[src/hw/rtl/rss_pkg.sv]
// Shared types, codes and helper functions of the row store with select scan.
// Used by the top level, the hash unit and the register file; depends on nothing else.
package rss_pkg;

  localparam int MAX_ROWS_DEF = 64;
  localparam int ROW_BITS_DEF = 64;

  localparam int DATA_W       = 64;
  localparam int HASH_W       = 32;
  localparam int ID_W         = 7;
  localparam int PADDR_W      = 5;
  localparam int APB_W        = 32;
  localparam int RESULT_LIMIT = 64;
  localparam int HASH_SPAN    = 4;

  localparam logic [HASH_W-1:0] FNV_BASIS = 32'd2166136261;
  localparam logic [HASH_W-1:0] FNV_PRIME = 32'd16777619;

  typedef enum logic [2:0] {
    OP_INSERT = 3'd0,
    OP_UPDATE = 3'd1,
    OP_GET    = 3'd2,
    OP_DELETE = 3'd3,
    OP_SELEQ  = 3'd4,
    OP_SELALL = 3'd5
  } opcode_e;

  localparam logic [1:0] ST_OK    = 2'd0;
  localparam logic [1:0] ST_FULL  = 2'd1;
  localparam logic [1:0] ST_NOROW = 2'd2;

  localparam logic [2:0] REG_ROW_BYTES    = 3'd0;
  localparam logic [2:0] REG_CAPACITY     = 3'd1;
  localparam logic [2:0] REG_KEY_OFFSET   = 3'd2;
  localparam logic [2:0] REG_KEY_BYTES    = 3'd3;
  localparam logic [2:0] REG_INDEX_ENABLE = 3'd4;
  localparam logic [2:0] REG_INDEX_OFFSET = 3'd5;
  localparam logic [2:0] REG_MAX_MATCHES  = 3'd6;

  typedef struct packed {
    logic [3:0] row_bytes;
    logic [6:0] capacity;
    logic [2:0] key_offset;
    logic [3:0] key_bytes;
    logic       index_enable;
    logic [2:0] index_offset;
    logic [6:0] max_matches;
  } cfg_t;

  typedef struct packed {
    logic busy;
    logic done;
  } hash_sts_t;

  // Limits a byte count to the range one to top.
  function automatic logic [3:0] clamp_bytes(logic [3:0] n, logic [3:0] top);
    logic [3:0] r;
    r = n;
    if (n == 4'd0) r = 4'd1;
    else if (n > top) r = top;
    return r;
  endfunction

  // Mask that keeps the low n bytes of a 64-bit word.
  function automatic logic [DATA_W-1:0] byte_mask(logic [3:0] n);
    logic [DATA_W-1:0] m;
    m = '0;
    for (int k = 0; k < DATA_W / 8; k++) begin
      if (4'(k) < n) m[8*k +: 8] = 8'hFF;
    end
    return m;
  endfunction

endpackage

[src/hw/rtl/rss_cfg.sv]
// APB-style configuration register file of the row store.
// Depends on rss_pkg for register indexes and the configuration struct.
module rss_cfg import rss_pkg::*; (
  input  logic               clk_i,
  input  logic               rst_ni,
  input  logic               psel,
  input  logic               penable,
  input  logic               pwrite,
  input  logic [PADDR_W-1:0] paddr,
  input  logic [APB_W-1:0]   pwdata,
  output logic [APB_W-1:0]   prdata,
  output logic               pready,
  output cfg_t               cfg_o
);

  cfg_t       cfg_q, cfg_d;
  logic       wr_en;
  logic [2:0] reg_idx;

  assign reg_idx = paddr[PADDR_W-1:2];
  assign wr_en   = psel && penable && pwrite;
  assign pready  = 1'b1;

  always_comb begin
    cfg_d = cfg_q;
    if (wr_en) begin
      unique case (reg_idx)
        REG_ROW_BYTES:    cfg_d.row_bytes    = pwdata[3:0];
        REG_CAPACITY:     cfg_d.capacity     = pwdata[6:0];
        REG_KEY_OFFSET:   cfg_d.key_offset   = pwdata[2:0];
        REG_KEY_BYTES:    cfg_d.key_bytes    = pwdata[3:0];
        REG_INDEX_ENABLE: cfg_d.index_enable = pwdata[0];
        REG_INDEX_OFFSET: cfg_d.index_offset = pwdata[2:0];
        REG_MAX_MATCHES:  cfg_d.max_matches  = pwdata[6:0];
        default: ;
      endcase
    end
  end

  always_comb begin
    unique case (reg_idx)
      REG_ROW_BYTES:    prdata = APB_W'(cfg_q.row_bytes);
      REG_CAPACITY:     prdata = APB_W'(cfg_q.capacity);
      REG_KEY_OFFSET:   prdata = APB_W'(cfg_q.key_offset);
      REG_KEY_BYTES:    prdata = APB_W'(cfg_q.key_bytes);
      REG_INDEX_ENABLE: prdata = APB_W'(cfg_q.index_enable);
      REG_INDEX_OFFSET: prdata = APB_W'(cfg_q.index_offset);
      REG_MAX_MATCHES:  prdata = APB_W'(cfg_q.max_matches);
      default:          prdata = '0;
    endcase
  end

  always_ff @(posedge clk_i or negedge rst_ni) begin
    if (!rst_ni) begin
      cfg_q.row_bytes    <= 4'd8;
      cfg_q.capacity     <= 7'd64;
      cfg_q.key_offset   <= 3'd0;
      cfg_q.key_bytes    <= 4'd1;
      cfg_q.index_enable <= 1'b0;
      cfg_q.index_offset <= 3'd0;
      cfg_q.max_matches  <= 7'd64;
    end else begin
      cfg_q <= cfg_d;
    end
  end

  assign cfg_o = cfg_q;

endmodule
[config.mk]
export PLATFORM = sky130hd
export DESIGN_NAME = rss_cfg
export DESIGN_NICKNAME = d
export VERILOG_FILES = /design/src/hw/rtl/rss_pkg.sv /design/src/hw/rtl/rss_cfg.sv
export SDC_FILE = /design/constraint.sdc
export NUM_CORES = 1
export LEC_CHECK = 0
export BUFFER_PORTS_ARGS = -buffer_cell sky130_fd_sc_hd__buf_4
export CAP_MARGIN = 20
export CELL_PAD_IN_SITES_DETAIL_PLACEMENT = 1
export CELL_PAD_IN_SITES_GLOBAL_PLACEMENT = 1
export CORE_MARGIN = 4
export CORE_UTILIZATION = 28
export DETAILED_ROUTE_END_ITERATION = 10
export GPL_ROUTABILITY_DRIVEN = 0
export PLACE_DENSITY = 0.81
export SYNTH_ARGS = -nofsm -noshare
export SYNTH_HDL_FRONTEND = slang
export SYNTH_SLANG_ARGS = --single-unit
export TNS_END_PERCENT = 20
[constraint.sdc]
create_clock -name clk_i -period 1.4 [get_ports clk_i]
set_input_delay 0.35 -clock clk_i [delete_from_list [all_inputs] [get_ports clk_i]]
set_output_delay 0.35 -clock clk_i [all_outputs]
set_load 0.03 [all_outputs]
==> summary.txt <==
Clock tree
  • H-tree levels: 2
  • Bufs on Longest Clock Path: 2
  • Register clock-pin slew on the reported worst setup and hold paths: 70 ps
  • Clock Latency Late Sink: 280 ps
  • CTS tree: done
  • Sink Count: 29
  • Total CTS buffers: 5
  • CTS Root Cell: clkbuf_8

Synth
  • Number of synthesized flops with an enable pin: 0
  • Syn_area_per_cell: 12.1 um^2
  • Post-synth ARST share: 100%
  • Leading area contributor after synthesis: dfrtp_1
  • Yosys reg bits: 29
  • Yosys top cell area share: 38.0%
  • Register area share after synthesis: 44.4%
  • Post-synth top flop: dfrtp_1
  • Synth warn: 0
  • Distinct cells, synth: 32
  • Synthesized cell area: 1650 um^2
  • Number of cells produced by synthesis: 136
  • Area contributors post-synth: dfrtp_1 38%, mux2_2 18%, buf_4 12%

Critical path
  • Data required, critical path: 1050 ps
  • Critical path class: reg -> out
  • CP Launch Type: flip-flop
  • Crit-path max cell delay: 410 ps
  • Arr. time, crit path: 1460 ps
  • Slowest CP cell: dfrtp_2
  • CP endpoint kind: primary output
  • Critical path fanouts, max: 2
  • CP Buf/Inv Count: 1
  • Crit path cell chain: mux2_2 > a221o_2 > buf_6
  • Cell family with most CP delay: flip-flops

Layout
  • Fin nets: 266
  • Share of layout cells above drive strength 1: 65.8%
  • Antenna cell count: 0
  • Max FFs per register: 29
  • Filler cell count: 638
  • Final Cell Area: 2540 um^2
  • Area grow syn2layout: 54.4%
  • Fin cells: 297

Timing
  • Setup-failing EPs final: 8
  • Final slew viol count: 0
  • WHS: 304 ps
  • Final worst setup slack: -410 ps
  • Final hold vios: 0
  • Final period util: 129%
  • Post-route minimum period: 1810 ps
  • Final Skew: 0 ps
  • Max Freq: 552 MHz
  • RSZ-0062 raised after global routing: yes

Global routing
  • Vias in the first global route: 1,429
  • GR Overflow Total: 0
  • First-pass GRT wire length: 7.48 mm
  • GRT Overall Usage: 13.4%
  • Initial antenna violation count: 0
  • Largest net degree at the start of global routing: 30

Pwr
  • Int Power: 0.00213 W
  • Worst VDD drop: 0.000521 V
  • Logic gate share of total power: 43.1%
  • Sequential share of power: 33.9%
  • Leak pwr: 1.27 nW
  • Sw Pwr: 0.00126 W
  • Power Density: 1330 nW/um^2
  • Switch share: 37.1%
  • Power share of the clock group: 23.0%

Die
  • Rows: 27
  • Die height: 84.7 um
  • Core area: 5610 um^2
  • Initial Util: 29.4%
  • Die Wd: 84.7 um
  • Die ar.: 7170 um^2
  • Top Ports: 104

Drt
  • DR iter-0 viols: 38
  • Routed length on met1: 1.99 mm
  • DR WL met2: 2.32 mm
  • Via count: 1,312
  • Antenna-violating nets left: 0
  • Met3 Wirelength: 298 um
  • Vias per inst: 4.42
  • Max layer used: met4
  • DR pass1 iterations: 4
  • DRC Markers: 0
  • Drt wl/cell: 15.8 um
  • Final WL: 4.69 mm

Run status
  • Failing checks: setup timing
  • Status: finished with violations

Run
  • Max-Cap Viols: 0

Min path
  • Hold WC Path Type: in -> reg

Placed design
  • Placed cells: 283
  • Cell Area, Placed: 2310 um^2
  • Hpwl dp: 3.69 mm
  • Port bufs: 50
==> stage by stage <==
| stage | worst slack, ps | util (%) | power (W) | TNS [ps] |
|---|---|---|---|---|
| after floorplan | -180 | - | 0.00199 | -988 |
| after global placement | -336 | 41.2 | 0.00249 | -8230 |
| after detailed placement | -335 | 41.2 | 0.00253 | -9100 |
| after CTS | -418 | 44.1 | 0.00337 | -1680 |
| after global routing | -438 | 45.3 | 0.00358 | -2090 |
| final | -410 | 45.3 | 0.00339 | -1610 |
==> metal layers <==
metal / up-vias / GRT usage (%)
met3: 6 / 3.83
met2: 50 / 21.4
met5: - / 0
met4: 0 / 4.75
met1: 650 / 17.3
li1: 606 / -
==> layout by cell type (no fill, tap or decap), drive strengths merged <==
cell	Yosys	layout
clkbuf	0	7
inv	1	1
conb	2	26
dlygate4sd3	0	1
a32o	2	2
o32ai	1	1
o21ai	3	3
a32oi	1	1
mux2i	6	6
mux2	30	30
or3	1	1
nand4	1	1
nand2	4	4
a221o	1	1
nand3	1	1
buf	31	87
nor3	2	2
nor2b	1	1
and3b	1	1
dfrtp	25	25
nor2	6	6
a211o	1	1
dfstp	4	4
o211a	1	1
o31ai	1	1
a221oi	1	1
nand3b	3	3
nand2b	3	3
clkinv	0	1
nor3b	1	1
nand4b	1	1
==> power by group through the flow <==
stage               Sequential (W)  Clock, W  Combinational, W
floorplan                  0.00148         0          0.000510
global placement           0.00115         0           0.00134
detailed placement         0.00116         0           0.00137
CTS                        0.00115  0.000814           0.00141
global route               0.00117  0.000856           0.00155
finish                     0.00115  0.000778           0.00146
==> logic make-up (layout without fill, tap and decap cells) <==
family                 Yosys count  count (layout)  synth area share, %
and+or+nand+nor                 25              25                 10.4
buffers and inverters           32              97                 13.8
DFF                             29              29                 44.4
AOI/OAI and AO/OA               12              12                 5.93
muxes                           36              36                 25.1
other                            2              26                0.456
==> worst paths after layout <==
kind,startpoint,endpoint,slack [ps],cells past startpoint
setup / recovery,cfg_o[27],prdata[2],-410,3
hold / removal,pwdata[5],cfg_o[23],300,2
setup reg to reg,cfg_o[20],cfg_o[20],400,3
hold reg to reg,cfg_o[16],cfg_o[16],550,1
max in group asynchronous,rst_ni,cfg_o[24],520,2
min in group asynchronous,rst_ni,cfg_o[23],540,2
==> final cells by class <==
cell class	count	area (um^2)	share of cell area, %
sequential	29	733	28.8
multi-input combinational	99	858	33.8
clock buffer	7	96.3	3.79
timing repair buffer	88	756	29.7
clock inverter	1	5.00	0.197
inverter	1	3.75	0.148
tap	72	90.1	3.54
==> synthesized netlist by cell type (2+ instances only) <==
master,number
mux2_2,26
a32o_1,2
buf_2,4
nand2_1,4
nand3b_1,3
dfstp_2,4
o21ai_0,3
nand2b_1,3
mux2_4,4
mux2i_1,6
conb_1,2
buf_4,27
nor2_1,5
dfrtp_1,25
==> timing repair <==
| item | in CTS | in global routing |
|---|---|---|
| hold buffers | 1 | 0 |
| gates resized for setup | 15 | 8 |
| endpoints found under the setup margin | 11 | 18 |
| buffers inserted | 0 | 5 |
| endpoints found under the hold margin | 25 | 0 |
| pin swaps | 2 | 1 |
Power figures use the tool's default switching activity.
