## src/hw/rtl/rss_pkg.sv

```systemverilog
// Shared types, codes and helper functions of the row store with select scan.
// Used by the top level, the hash unit and the register file; depends on nothing else.
package rss_pkg;

  localparam int MAX_ROWS_DEF = 64;
  localparam int ROW_BITS_DEF = 64;

  localparam int DATA_W       = 64;
  localparam int HASH_W       = 32;
  localparam int ID_W         = 7;
  localparam int PADDR_W      = 5;
  localparam int APB_W        = 32;
  localparam int RESULT_LIMIT = 64;
  localparam int HASH_SPAN    = 4;

  localparam logic [HASH_W-1:0] FNV_BASIS = 32'd2166136261;
  localparam logic [HASH_W-1:0] FNV_PRIME = 32'd16777619;

  typedef enum logic [2:0] {
    OP_INSERT = 3'd0,
    OP_UPDATE = 3'd1,
    OP_GET    = 3'd2,
    OP_DELETE = 3'd3,
    OP_SELEQ  = 3'd4,
    OP_SELALL = 3'd5
  } opcode_e;

  localparam logic [1:0] ST_OK    = 2'd0;
  localparam logic [1:0] ST_FULL  = 2'd1;
  localparam logic [1:0] ST_NOROW = 2'd2;

  localparam logic [2:0] REG_ROW_BYTES    = 3'd0;
  localparam logic [2:0] REG_CAPACITY     = 3'd1;
  localparam logic [2:0] REG_KEY_OFFSET   = 3'd2;
  localparam logic [2:0] REG_KEY_BYTES    = 3'd3;
  localparam logic [2:0] REG_INDEX_ENABLE = 3'd4;
  localparam logic [2:0] REG_INDEX_OFFSET = 3'd5;
  localparam logic [2:0] REG_MAX_MATCHES  = 3'd6;

  typedef struct packed {
    logic [3:0] row_bytes;
    logic [6:0] capacity;
    logic [2:0] key_offset;
    logic [3:0] key_bytes;
    logic       index_enable;
    logic [2:0] index_offset;
    logic [6:0] max_matches;
  } cfg_t;

  typedef struct packed {
    logic busy;
    logic done;
  } hash_sts_t;

  // Limits a byte count to the range one to top.
  function automatic logic [3:0] clamp_bytes(logic [3:0] n, logic [3:0] top);
    logic [3:0] r;
    r = n;
    if (n == 4'd0) r = 4'd1;
    else if (n > top) r = top;
    return r;
  endfunction

  // Mask that keeps the low n bytes of a 64-bit word.
  function automatic logic [DATA_W-1:0] byte_mask(logic [3:0] n);
    logic [DATA_W-1:0] m;
    m = '0;
    for (int k = 0; k < DATA_W / 8; k++) begin
      if (4'(k) < n) m[8*k +: 8] = 8'hFF;
    end
    return m;
  endfunction

endpackage

```

## src/hw/rtl/rss_hash.sv

```systemverilog
// Iterative FNV-1a hash over a four-byte window, one byte per cycle.
// Depends on rss_pkg for the hash constants and the status struct.
module rss_hash import rss_pkg::*; (
  input  logic              clk_i,
  input  logic              rst_ni,
  input  logic              start_i,
  input  logic              enable_i,
  input  logic [HASH_W-1:0] window_i,
  output hash_sts_t         sts_o,
  output logic [HASH_W-1:0] hash_o
);

  localparam int STEP_W = $clog2(HASH_SPAN);

  logic              busy_q, busy_d;
  logic              done_q, done_d;
  logic [STEP_W-1:0] step_q, step_d;
  logic [HASH_W-1:0] h_q, h_d;
  logic [HASH_W-1:0] win_q, win_d;
  logic [7:0]        cur_byte;
  logic [HASH_W-1:0] mixed;
  logic [HASH_W-1:0] shifted;

  assign shifted  = win_q >> {step_q, 3'b000};
  assign cur_byte = shifted[7:0];
  assign mixed    = h_q ^ {{(HASH_W-8){1'b0}}, cur_byte};

  always_comb begin
    busy_d = busy_q;
    done_d = 1'b0;
    step_d = step_q;
    h_d    = h_q;
    win_d  = win_q;
    if (start_i) begin
      busy_d = 1'b1;
      step_d = '0;
      h_d    = FNV_BASIS;
      win_d  = window_i;
    end else if (busy_q) begin
      h_d    = mixed * FNV_PRIME;
      step_d = step_q + STEP_W'(1);
      if (step_q == STEP_W'(HASH_SPAN - 1)) begin
        busy_d = 1'b0;
        done_d = 1'b1;
      end
    end
  end

  always_ff @(posedge clk_i or negedge rst_ni) begin
    if (!rst_ni) begin
      busy_q <= 1'b0;
      done_q <= 1'b0;
      step_q <= '0;
    end else begin
      busy_q <= busy_d;
      done_q <= done_d;
      step_q <= step_d;
    end
  end

  always_ff @(posedge clk_i) begin
    h_q   <= h_d;
    win_q <= win_d;
  end

  assign sts_o.busy = busy_q;
  assign sts_o.done = done_q;
  assign hash_o     = enable_i ? h_q : '0;

endmodule

```

## config.mk

```make
export PLATFORM = sky130hd
export DESIGN_NAME = rss_hash
export DESIGN_NICKNAME = d
export VERILOG_FILES = /design/src/hw/rtl/rss_pkg.sv /design/src/hw/rtl/rss_hash.sv
export SDC_FILE = /design/constraint.sdc
export NUM_CORES = 1
export LEC_CHECK = 0
export ABC_AREA = 1
export BUFFER_PORTS_ARGS = -buffer_cell sky130_fd_sc_hd__clkbuf_2
export CAP_MARGIN = 10
export CORE_MARGIN = 5
export CORE_UTILIZATION = 57
export CTS_CLUSTER_DIAMETER = 200
export CTS_CLUSTER_SIZE = 40
export DETAILED_ROUTE_END_ITERATION = 10
export PLACE_DENSITY = 0.76
export SYNTH_ARGS = -nofsm -noshare
export SYNTH_HDL_FRONTEND = slang
export SYNTH_SLANG_ARGS = --single-unit
export TNS_END_PERCENT = 1
```

## constraint.sdc

```tcl
create_clock -name clk_i -period 4.65 [get_ports clk_i]
set_input_delay 0.2325 -clock clk_i [delete_from_list [all_inputs] [get_ports clk_i]]
set_output_delay 0.2325 -clock clk_i [all_outputs]
set_load 0.01 [all_outputs]
```

==> impl_metrics.py, run 1 <==
metrics = {
    "yosys": {
        "synthCells": 1118,
        "synth.area.top_cells": "ha_1 (26%), fa_1 (16%), inv_1 (12%), edfxtp_1 (11%), nand2_1 (7.8%)",
        "yosys.area.top_type_share_pct": 25.85,
        "netlist_area_um2": 9001,
        "ys.flop_type": "edfxtp_1",
        "synthArstFlopShare_pct": 5.882,
        "yosysUniqueCellTypes": 40,
        "ys_seq_area_share_pct": 18.90,
        "synth-edff-count": 32,
        "syn_nets": 1414,
        "yosys_warnings": 0,
        "ys_ff_latch": 68,
        "yosysTopAreaCell": "ha_1",
        "synth.avg_cell_area_um2": 8.051,
    },
    "place": {
        "io_buffers": 69,
        "postPlaceCellArea_um2": 10640,
        "dp_hpwl_um": 20050,
        "post-place-ws_ns": -0.7638,
        "gp_congestion": 0.9277,
    },
    "timing": {
        "finalCritPeriodShare_pct": 114.1,
        "max_slew_margin_pct": 49.71,
        "timing.fmax_mhz": 188.4,
        "hold_ws_ns": 0.06847,
        "worstMarginPinSlew_ns": 0.7543,
        "timing.final.max_slew_violations": 0,
        "setup_slack_ns": -0.6572,
        "finalSetupViolations": 23,
        "rsz0062_at_grt": "true",
        "period_needed_ns": 5.307,
        "finClkSkew_ns": 0.007365,
        "timing.final.hold_violations": 0,
    },
    "global_route": {
        "grt_pass1_vias": 8309,
        "grt_pass1_wl_um": 40850,
        "grt_max_degree": 44,
        "grtUsageTotal_pct": 28.41,
        "grt_overflow": 0,
        "antenna_found_initial": 0,
    },
    "critical_path": {
        "crit_path_max_fanout": 7,
        "worstSetupPathType": "flip-flop to flip-flop",
        "cp.required_ns": 4.88,
        "cp-end-kind": "flip-flop",
        "startpoint_type": "flip-flop",
        "crit_arrival_ns": 5.53,
    },
    "route": {
        "drc": 0,
        "routed_wl_um": 26630,
        "viasPerCell": 5.271,
        "dr_total_vias": 8180,
        "drt-pass1-iter-count": 5,
        "wl_per_cell_um": 17.16,
        "ant_nets": 0,
        "drt_iter0_drc": 613,
    },
    "status": {
        "outcome": "finished, violations left",
        "violations": "negative setup slack",
    },
    "layout": {
        "antennaDiodeCount": 0,
        "finalInstanceArea_um2": 11780,
        "multi_input_area_um2": 6855,
        "ff_latch_area_um2": 1703,
        "drive_gt1_share_pct": 29.42,
        "fillers": 1096,
        "syn_to_final_growth_pct": 30.84,
        "final_util_pct": 74.96,
        "nets": 1627,
    },
    "clock_tree": {
        "clk_pin_slew_worst_paths_ns": 0.07,
        "cts_buffers": 9,
        "htree_levels": 3,
        "cts_sinks": 68,
        "root_buffer": "clkbuf_16",
        "clk_latency_ns": 0.34,
        "cts_tree": "built",
        "clockBufferDepth": 2,
    },
    "worst_hold_path": {
        "hold_class": "primary input to flip-flop",
    },
    "floorplan": {
        "start_util_pct": 57.29,
        "core-area_um2": 15710,
        "die_area_um2": 18410,
        "die_y_um": 135.7,
        "row_count": 46,
        "die_width_um": 135.7,
        "pin_count": 70,
    },
    "job": {
        "drv_cap": 0,
    },
}
-- cells in the final DEF (no fill, tap or decap), types with 13 or more instances in the layout --
master,netlist,layout
inv_1,290,274
nand2_1,186,164
ha_1,186,158
buf_4,4,133
fa_1,74,73
clkbuf_2,0,69
nor2_1,66,45
a21oi_1,55,43
dfxtp_1,32,32
edfxtp_1,32,32
nand3_1,36,29
o21ai_1,14,23
o21ai_0,39,20
inv_2,8,20
nand2_2,3,18
ha_4,0,18
nor2_2,0,14
xor2_1,20,13
a21oi_2,5,13
-- per-stage QoR --
| stage | std cells | TNS [ns] |
|---|---|---|
| 2_1_floorplan | 1118 | -1.809 |
| 3_3_place_gp | 1514 | -9.717 |
| 3_5_place_dp | 1514 | -11.60 |
| 4_1_cts | 1546 | -9.005 |
| 5_1_grt | 1552 | -16.18 |
| 6_report | 1552 | -12.54 |
-- flip-flops by register name, summed over array words and instances (netlist names) --
signal,cells
h_q,32
step_q,2
win_q,32
done_q,1
busy_q,1
-- layout make-up --
class	instances	share of cell area (%)
clock inverters	7	0.7012
well taps	216	2.295
flip-flops and latches	68	14.46
inverters	299	9.646
clock buffers	9	1.912
repair inverters	1	0.06374
multi-input cells	737	58.21
repair buffers	215	12.72
-- final timing paths --
| path | start | endpoint | slack [ns] | cells after the start |
|---|---|---|---|---|
| max | step_q[0] | h_q[21] | -0.66 | 26 |
| min | window_i[27] | win_q[27] | 0.07 | 1 |
| max reg2reg | step_q[0] | h_q[21] | -0.66 | 26 |
| min reg2reg | h_q[29] | h_q[29] | 0.52 | 2 |
| max in group asynchronous | rst_ni | step_q[0] | 4.22 | 2 |
| min in group asynchronous | rst_ni | step_q[1] | 0.27 | 2 |
-- kinds of logic (layout without fill, tap and decap cells) --
group           count (synthesis)  after routing  synth area share (%)
compound gates                141            141                 8.785
xor+xnor                       23             23                 2.238
fa+ha+maj                     260            260                 42.31
buf+inv                       313            531                 13.30
flops                          68             68                 18.90
simple gates                  313            313                 14.46
-- metal layers --
| metal | vias up | global-route usage (%) | wire (um) |
|---|---|---|---|
| met4 | 0 | 10.19 | 999 |
| met2 | 314 | 49.45 | 13320 |
| met3 | 81 | 5.015 | 1595 |
| met5 | - | 0 | 0 |
| li1 | 3936 | - | - |
| met1 | 3849 | 35.43 | 10710 |
-- worst max-delay path, cell delays in order (launching register included) --
cell     delay (ns)
dfrtp_2        0.50
buf_6          0.19
buf_4          0.13
o21ai_2        0.06
o22ai_2        0.15
buf_6          0.17
xor2_4         0.22
ha_4           0.25
ha_4           0.26
fa_1           0.42
ha_2           0.20
fa_1           0.43
ha_1           0.31
inv_2          0.04
fa_1           0.54
inv_2          0.06
ha_4           0.31
inv_4          0.05
o21ai_4        0.21
nor2_4         0.06
buf_4          0.14
nand2_1        0.07
nand2_1        0.06
nand3_2        0.08
a21oi_1        0.06
o21ai_1        0.15
nand2_1        0.08
-- cell usage after synthesis (4+ instances only) --
cell type  number
inv_1         290
ha_1          186
nand2_1       186
fa_1           74
nor2_1         66
a21oi_1        55
o21ai_0        39
nand3_1        36
dfxtp_1        32
edfxtp_1       32
xor2_1         20
o21ai_1        14
inv_2           8
o22ai_1         8
clkbuf_1        6
nor3_1          6
a21oi_2         5
nand3_2         5
nand4_1         5
buf_2           4
buf_4           4
dfrtp_1         4
-- repair_timing --
action / in CTS / in global routing
gates cloned: 2 / 0
setup buffers: 13 / 6
resized for setup: 102 / 66
pin swaps: 51 / 42
hold endpoints to repair: 4 / 0
setup endpoints to repair: 22 / 23
hold buffers: 1 / 0
Power of run 1 is not shown: default switching activity piles up to over one toggle a cycle in this logic, so the estimate is an artifact.
==> run 2: changes to the inputs <==
- ABC_AREA: 1 -> not set
- CORE_UTILIZATION: 57 -> 56
- PLACE_DENSITY: 0.76 -> 0.75
==> run 2 against run 1 <==
The run still ends with negative setup slack left; first-iteration DRC count fell by 17%; cell area fell by 7.8%; fmax fell by 11%; cell count fell by 18%; clock skew barely moved; die area fell by 3.7%; via count fell by 16%; critical endpoint is now h_q[30]; largest cell class unchanged.
==> impl_metrics.py, run 2 <==
metrics = {
    "status": {
        "outcome": "finished, violations left",
        "violations": "negative setup slack",
    },
    "yosys": {
        "synth-edff-count": 32,
        "ys_top_cells_by_count": "inv_1 (216), ha_1 (186), fa_1 (74)",
        "syn_nets": 1161,
        "synth.avg_cell_area_um2": 9.811,
        "ys.flop_type": "edfxtp_1",
        "ys_ff_latch": 68,
        "yosysMostFrequentCell": "inv_1",
        "netlist_area_um2": 8487,
        "synthCells": 865,
        "yosys_warnings": 0,
        "synthArstFlopShare_pct": 5.882,
        "ys_seq_area_share_pct": 20.05,
        "yosysTopAreaCell": "ha_1",
        "yosysUniqueCellTypes": 59,
        "synth.area.top_cells": "ha_1 (27%), fa_1 (17%), edfxtp_1 (11%), inv_1 (9.6%), dfxtp_1 (7.5%)",
        "yosys.area.top_type_share_pct": 27.42,
    },
    "route": {
        "dr_total_vias": 6877,
        "drc": 0,
        "drt_iter0_drc": 507,
        "viasPerCell": 5.424,
        "routed_wl_um": 22790,
        "wl_per_cell_um": 17.97,
        "drt-pass1-iter-count": 7,
        "ant_nets": 0,
    },
    "floorplan": {
        "die_y_um": 133.1,
        "pin_count": 70,
        "row_count": 45,
        "start_util_pct": 56.45,
        "die_area_um2": 17720,
        "die_width_um": 133.1,
        "core-area_um2": 15030,
    },
    "critical_path": {
        "startpoint_type": "flip-flop",
        "cp.required_ns": 4.87,
        "worstSetupPathType": "flip-flop to flip-flop",
        "crit_path_max_fanout": 5,
        "cp-end-kind": "flip-flop",
        "crit_arrival_ns": 6.16,
        "rrSetupSlack_ns": -1.30,
    },
    "global_route": {
        "grt_pass1_wl_um": 36490,
        "grt_max_degree": 36,
        "grtUsageTotal_pct": 25.76,
        "antenna_found_initial": 0,
        "grt_pass1_vias": 7382,
        "grt_overflow": 0,
    },
    "place": {
        "gp_congestion": 0.8737,
        "io_buffers": 69,
        "dp_hpwl_um": 17000,
        "post-place-ws_ns": -1.518,
    },
    "layout": {
        "top_regs": "h_q x32, win_q x32, step_q x2",
        "ff_latch_area_um2": 1703,
        "drive_gt1_share_pct": 28.24,
        "final_util_pct": 72.27,
        "nets": 1371,
        "final_cell_mix": "inv_1 (213), ha_1 (167), buf_4 (145)",
        "syn_to_final_growth_pct": 28.01,
        "fillers": 1020,
        "antennaDiodeCount": 0,
        "multi_input_area_um2": 6292,
        "final_common_cell": "inv_1",
    },
    "timing": {
        "timing.final.hold_violations": 0,
        "rsz0062_at_grt": "true",
        "period_needed_ns": 5.945,
        "setup_slack_ns": -1.295,
        "timing.final.max_slew_violations": 0,
        "finalCritPeriodShare_pct": 127.9,
        "hold_ws_ns": 0.07072,
        "timing.fmax_mhz": 168.2,
        "worstMarginPinSlew_ns": 0.7266,
        "finClkSkew_ns": 0.007083,
        "max_slew_margin_pct": 51.56,
        "finalSetupViolations": 22,
    },
    "clock_tree": {
        "htree_levels": 3,
        "root_buffer": "clkbuf_16",
        "clk_latency_ns": 0.33,
        "cts_tree": "built",
        "clockBufferDepth": 2,
        "cts_sinks": 68,
        "cts_buffers": 9,
        "clk_pin_slew_worst_paths_ns": 0.06,
    },
    "job": {
        "drv_cap": 0,
    },
    "worst_hold_path": {
        "hold_class": "primary input to flip-flop",
    },
}
-- run 2: cell count changes in the layout (fill, tap and decap cells not counted), moves of 11 or more --
cell / change
nor2_1: -22
and2_1: +34
inv_2: -17
nor2_2: -11
buf_4: +12
a21oi_1: -21
inv_1: -61
o21ai_1: -19
nand3_1: -19
nand2_1: -130
nand3_2: -11
nand2_2: -18
xnor2_1: +21
-- run 2: final timing paths --
| check | to | startpoint | depth (start not counted) |
|---|---|---|---|
| worst max-delay path | h_q[30] | step_q[0] | 23 |
| worst min-delay path | win_q[19] | window_i[19] | 1 |
| worst max register to register | h_q[30] | step_q[0] | 23 |
| worst min register to register | h_q[29] | h_q[29] | 2 |
| max in group asynchronous | step_q[0] | rst_ni | 2 |
| min in group asynchronous | step_q[1] | rst_ni | 2 |
-- run 2: area by class of cell --
class,count,area share [%]
Multi-Input combinational cell,561,57.92
Clock buffer,9,2.073
Sequential cell,68,15.67
Clock inverter,7,0.8407
Tap cell,188,2.165
Timing Repair Buffer,219,13.87
Inverter,216,7.463
-- run 2: routing by layer --
metal  GRT usage, %  vias up  part of all wire (%)
met5              0        -                     0
met1          33.01     3275                    42
li1               -     3255                     -
met4          9.600        0                   2.7
met2          44.89      291                    50
met3          3.059       56                   5.1
-- run 2: through the flow --
stage / area [um^2] / std cells / setup TNS [ns]
2_1_floorplan: 8504 / 865 / -14.48
4_1_cts: 10710 / 1265 / -19.80
3_5_place_dp: 10070 / 1243 / -22.89
3_3_place_gp: 10070 / 1243 / -20.38
6_report: 10860 / 1268 / -20.54
5_1_grt: 10860 / 1268 / -25.44
-- run 2: repair_timing --
| item | in CTS | in global routing |
|---|---|---|
| setup endpoints to repair | 22 | 23 |
| endpoints found under the hold margin | 4 | 0 |
| resized for setup | 48 | 20 |
| hold buffers | 1 | 0 |
| pin swaps | 27 | 13 |
| setup buffers | 5 | 3 |
-- run 2: kinds of logic after synthesis --
| family | count (synthesis) | synth area share [%] |
|---|---|---|
| DFF | 68 | 20.05 |
| AOI/OAI and AO/OA | 111 | 9.082 |
| adders and majority gates | 260 | 44.88 |
| buffers and inverters | 236 | 10.63 |
| muxes | 16 | 3.081 |
| and+or+nand+nor | 129 | 7.548 |
| xor gates and xnor gates | 45 | 4.732 |
-- run 2: critical path: stages (launching register included) --
cell and delay [ns]:
dfrtp_2 0.41, buf_6 0.14, mux4_2 0.63, xor2_4 0.21, ha_4 0.27, ha_2 0.19
fa_1 0.55, ha_2 0.17, inv_1 0.05, fa_1 0.47, inv_1 0.04, ha_1 0.26
inv_1 0.04, fa_1 0.50, inv_2 0.05, ha_4 0.28, nand4_1 0.15, nor2_2 0.20
nand3_2 0.09, o21ai_2 0.20, a221oi_4 0.10, a211oi_2 0.20, mux2_1 0.33, a311o_1 0.27
Power of run 2 is left out for the same reason.
